<file path="src/rtl/core/fcnps_pkg.sv">
// ----------------------------------------------------------------------------
// fcnps_pkg
// Shared types and constants of the forward cone nearest point selector:
// request and result payloads, sequencer states and the multiply unit control.
// ----------------------------------------------------------------------------
package fcnps_pkg;

    localparam int COORD_W = 24;
    localparam int STEP_W  = 20;
    localparam int COS_W   = 16;

    // Dot squared is scaled by the square of the Q1.15 cosine scale.
    localparam int COS_SQ_SHIFT = 2 * (COS_W - 1);

    // Limb width of the shared multiplier. It must hold a coordinate difference
    // and the squared cosine, which is below two to the thirtieth.
    localparam int LIMB_W = (COORD_W + 1 > COS_SQ_SHIFT) ? COORD_W + 1 : COS_SQ_SHIFT;
    localparam int OP_W   = LIMB_W + 1;
    localparam int ACC_W  = 5 * LIMB_W + 2;
    localparam int DIST_W = 2 * COORD_W + 2;

    localparam int CFG_IDX_W  = 4;
    localparam int CFG_DATA_W = 32;

    localparam logic [CFG_IDX_W-1:0] REG_STEP_LENGTH = CFG_IDX_W'(0);
    localparam logic [CFG_IDX_W-1:0] REG_JOIN_COSINE = CFG_IDX_W'(1);

    localparam logic [STEP_W-1:0] STEP_LENGTH_RESET = STEP_W'(256);
    localparam logic [COS_W-1:0]  JOIN_COSINE_RESET = COS_W'(27853);

    localparam logic [2:0] IDX_BASE_LAST   = 3'd7;
    localparam logic [2:0] IDX_CONE_A_LAST = 3'd6;
    localparam logic [2:0] IDX_CONE_B_LAST = 3'd6;

    typedef struct packed {
        logic signed [COORD_W-1:0] end_x;
        logic signed [COORD_W-1:0] end_z;
        logic signed [COORD_W-1:0] back_x;
        logic signed [COORD_W-1:0] back_z;
        logic signed [COORD_W-1:0] cand_x;
        logic signed [COORD_W-1:0] cand_z;
        logic                      cand_valid;
        logic                      last;
    } fcnps_in_t;

    typedef struct packed {
        logic                      found;
        logic signed [COORD_W-1:0] best_x;
        logic signed [COORD_W-1:0] best_z;
    } fcnps_out_t;

    typedef enum logic [2:0] {
        ST_IDLE,
        ST_BASE,
        ST_CHECK,
        ST_CONE_A,
        ST_CONE_B,
        ST_DECIDE,
        ST_EMIT
    } state_t;

    typedef enum logic [3:0] {
        DEST_NONE,
        DEST_DOT,
        DEST_DIFF2,
        DEST_LIM,
        DEST_DIR2,
        DEST_JC2,
        DEST_LHS,
        DEST_T,
        DEST_RHS
    } mac_dest_t;

    typedef struct packed {
        logic       issue;
        logic       clr;
        logic [1:0] shift;
        mac_dest_t  dest;
    } mac_ctl_t;

endpackage

</file>
<file path="src/rtl/core/fcnps_mac.sv">
// ----------------------------------------------------------------------------
// fcnps_mac
// Shared signed multiplier with a limb-shifted wide accumulator. One partial
// product enters per cycle; the product is registered, then added into the
// accumulator at the limb offset given with the request.
// ----------------------------------------------------------------------------
module fcnps_mac
    import fcnps_pkg::*;
#(
    parameter int LIMB_W = 30
) (
    input  logic                   aclk,
    input  logic                   aresetn,
    input  mac_ctl_t               req,
    input  logic signed [LIMB_W:0] op_a,
    input  logic signed [LIMB_W:0] op_b,
    output mac_ctl_t               done,
    output logic [5*LIMB_W+1:0]    sum
);

    localparam int PROD_W = 2 * LIMB_W + 2;
    localparam int SUM_W  = 5 * LIMB_W + 2;

    mac_ctl_t                 ctl_reg;
    logic signed [PROD_W-1:0] prod_reg;
    logic [SUM_W-1:0]         acc_reg;
    logic [SUM_W-1:0]         acc_next;
    logic [SUM_W-1:0]         prod_ext;
    logic [SUM_W-1:0]         addend;

    always_ff @(posedge aclk) begin
        if (!aresetn) begin
            ctl_reg <= '0;
        end else begin
            ctl_reg <= req;
        end
    end

    always_ff @(posedge aclk) begin
        prod_reg <= op_a * op_b;
        if (ctl_reg.issue) begin
            acc_reg <= acc_next;
        end
    end

    always_comb begin
        prod_ext = SUM_W'(prod_reg);
        case (ctl_reg.shift)
            2'd0:    addend = prod_ext;
            2'd1:    addend = prod_ext << LIMB_W;
            2'd2:    addend = prod_ext << (2 * LIMB_W);
            default: addend = prod_ext << (3 * LIMB_W);
        endcase
        acc_next = (ctl_reg.clr ? '0 : acc_reg) + addend;
    end

    assign done = ctl_reg;
    assign sum  = acc_next;

endmodule

</file>
<file path="config.mk">
export PLATFORM = sky130hd
export DESIGN_NAME = fcnps_mac
export DESIGN_NICKNAME = d
export VERILOG_FILES = /design/src/rtl/core/fcnps_pkg.sv /design/src/rtl/core/fcnps_mac.sv
export SDC_FILE = /design/constraint.sdc
export NUM_CORES = 2
export LEC_CHECK = 0
export ABC_CLOCK_PERIOD_IN_PS = 8240
export BUFFER_PORTS_ARGS = -buffer_cell sky130_fd_sc_hd__clkbuf_2
export CELL_PAD_IN_SITES_DETAIL_PLACEMENT = 0
export CELL_PAD_IN_SITES_GLOBAL_PLACEMENT = 1
export CORE_UTILIZATION = 51
export DETAILED_ROUTE_END_ITERATION = 12
export PLACE_DENSITY_LB_ADDON = 0.1
export SLEW_MARGIN = 10
export SYNTH_ARGS = -nofsm -noshare
export SYNTH_HDL_FRONTEND = slang
export SYNTH_SLANG_ARGS = --single-unit
</file>
<file path="constraint.sdc">
create_clock -name aclk -period 8.24 [get_ports aclk]
set_input_delay 0 -clock aclk [delete_from_list [all_inputs] [get_ports aclk]]
set_output_delay 0 -clock aclk [all_outputs]
set_load 0.1 [all_outputs]
</file>
==> results.ini <==
[grt]
grt_pass1_wl_um = 259200
grtUsageTotal_pct = 31.70
grt_use_met3_pct = 3.209
grt_pass1_vias = 43180
gr-max-usage-layer = met2
grt_util_met2_pct = 50.61
grt.overflow.total = 0
grt_max_degree = 75
antenna_found_initial = 3
grtUsageMet1_pct = 45.17

[clocking]
numCtsBuffers = 25
cts_root_buffer = clkbuf_16
cts_tree = done
cts_num_sinks = 222
clkLatencyLatePin_ns = 0.58
clk_pin_slew_worst_paths_ns = 0.07
h-tree-depth = 1
clock_path_buffers = 3

[setup_path]
cp_data_required_time_ns = 8.70
cp_max_fo = 24
worstReg2RegEnd = acc_reg[121]
rrSetupSlack_ns = 2.00
reg2reg_from = done[4]
rr_worst_depth = 14
crit_type = in -> reg
cp-end-kind = flop
cp-start-kind = input pin
worstPathArrival_ns = 7.93

[layout]
fin_cells = 7448
largest_register_ff_count = 152
drive_gt1_share_pct = 7.567
multiInputGateArea_um2 = 42220
nFillCells = 9716
syn2layout_area_growth_pct = 5.964
final_util_pct = 54.68
regArea_um2 = 5981
num-nets-final = 7471

[timing]
final_max_slew_viol_count = 0
rsz0062_at_grt = no
finalHoldViolCount = 0
skew_ns = 0.01487
slew_headroom_pct = 31.84
tightest_slew_ns = 0.9940
fin_crit_sh_pct = 90.68
fmax_ghz = 0.1338
setup_ws_ns = 0.7678
fin_crit_ns = 7.472
setup_tns_ns = 0
final-setup-viol-count = 0

[placement]
hpwl_um = 140400
portBuffers = 231
dp_cells = 7384
finalWeightedCongestion = 0.9762
dp_slack_ns = 0.2010

[synthesis]
synth_warnings = 0
yosysUniqueCellTypes = 92
synth_area_leaders = fa_1 38%, edfxtp_1 8.5%, ha_1 7.8%, inv_1 7.4%, and2_1 5.9%
netlist_area_um2 = 53560
async_flop_share_pct = 0
synth-edff-count = 152
synthCells = 6027
synth_fp_nets = 7451
synth_ff_type = edfxtp_1
post-synth-top-area-fraction_pct = 38.09
ys_seq_elements = 222
synth_area_leader_cell = fa_1
yosysMostFrequentCell = inv_1
synth_area_per_cell_um2 = 8.886
synth_common_cells = 1,052 x inv_1, 1,019 x fa_1, 663 x nand2_1
ys_seq_area_share_pct = 11.14

[floorplanning]
core_area_um2 = 103800
start_util_pct = 51.60
die_height_um = 326.1
fp.dieW_um = 326.1
pin_count = 232
dieArea_um2 = 106300
rows = 118

[routing]
drtIter0Drc = 2683
wl_um = 166700
antenna_left = 0
dr.pass1.iters = 8
num_vias = 41390
remaining_drc_errors = 0
wl_per_cell_um = 22.39
via_per_inst = 5.558

[hold_path]
worstHoldStart = op_a[0]
whs_endpoint = prod_reg[0]
hold_depth = 3
hp-class = in -> reg

[run]
maxCapViolations = 0

[status]
status = completed

cells in the final DEF (no fill, tap or decap), types with 32 or more instances in the layout:
| cell | instances |
|---|---|
| inv_1 | 1052 |
| fa_1 | 1019 |
| nand2_1 | 663 |
| and2_1 | 507 |
| a21oi_1 | 379 |
| ha_1 | 333 |
| clkbuf_2 | 231 |
| nor2_1 | 199 |
| o21ai_0 | 176 |
| nor2b_1 | 168 |
| edfxtp_1 | 152 |
| xnor2_1 | 149 |
| a21o_1 | 124 |
| nand4_1 | 98 |
| buf_4 | 93 |
| o21bai_1 | 73 |
| xor2_1 | 67 |
| dfxtp_1 | 66 |
| nor3_1 | 46 |
| a31o_2 | 36 |
| mux2i_1 | 34 |
| nand3_1 | 32 |
final cells by class:
type	instances	share of cell area (%)
tap	1380	3.043
inverter	1052	6.958
multi-input combinational	4404	74.39
antenna	2	0.008819
sequential	222	10.54
clock inverter	18	0.2447
timing repair buffer	342	3.620
clock buffer	28	1.195
worst max path at each step:
stage              endpoint     start
3_3_place_gp   prod_reg[58]  op_b[10]
3_5_place_dp   prod_reg[58]  op_b[10]
5_1_grt        prod_reg[58]  op_b[10]
6_report       prod_reg[57]   op_b[8]
4_1_cts        prod_reg[57]  op_b[10]
2_1_floorplan  prod_reg[61]  op_a[30]
metrics by stage:
step	cell area (um2)	hold WS, ns
floorplan	53560	0.1217
global placement	55770	0.2112
detailed placement	55770	0.2110
CTS	56740	0.1820
global route	56750	0.2164
finish	56750	0.2257
worst max-delay path, stage by stage:
cell	delay [ns]
clkbuf_2	0.38
and2_1	0.35
fa_1	0.50
fa_1	0.58
inv_1	0.06
fa_1	0.50
fa_1	0.52
inv_1	0.06
fa_1	0.58
fa_1	0.44
fa_1	0.54
inv_1	0.07
fa_1	0.48
inv_1	0.04
ha_1	0.33
a21o_1	0.20
a21o_1	0.20
a221o_1	0.37
a21oi_1	0.18
o21ai_0	0.14
a32oi_1	0.37
a21oi_1	0.20
o21ai_0	0.23
o21ai_0	0.20
o311ai_0	0.38
layer usage:
metal  wire length, um  part of all wire [%]  up-vias
li1                  -                     -    18980
met1             74650                    45    20850
met2             75780                    45     1328
met3              9976                   6.0      234
met4              6330                   3.8        2
met5                14                0.0084        -
repair_timing:
| action | CTS | global route |
|---|---|---|
| buffers inserted | 0 | 0 |
| hold buffers | 16 | 0 |
| hold endpoints to repair | 8 | 0 |
| gates resized for setup | 0 | 0 |
logic make-up after synthesis:
logic type | after synthesis | share of synthesized area [%]
AND/OR/NAND/NOR | 1822 | 17.20
buffers and inverters | 1401 | 10.05
adder cells (fa/ha/maj) | 1352 | 45.87
AO/OA/AOI/OAI | 980 | 11.57
flip-flops | 222 | 11.14
XOR/XNOR | 216 | 3.532
multiplexers | 34 | 0.6355
Power is not shown: default switching activity piles up to over one toggle a cycle in this logic, so the estimate is an artifact.
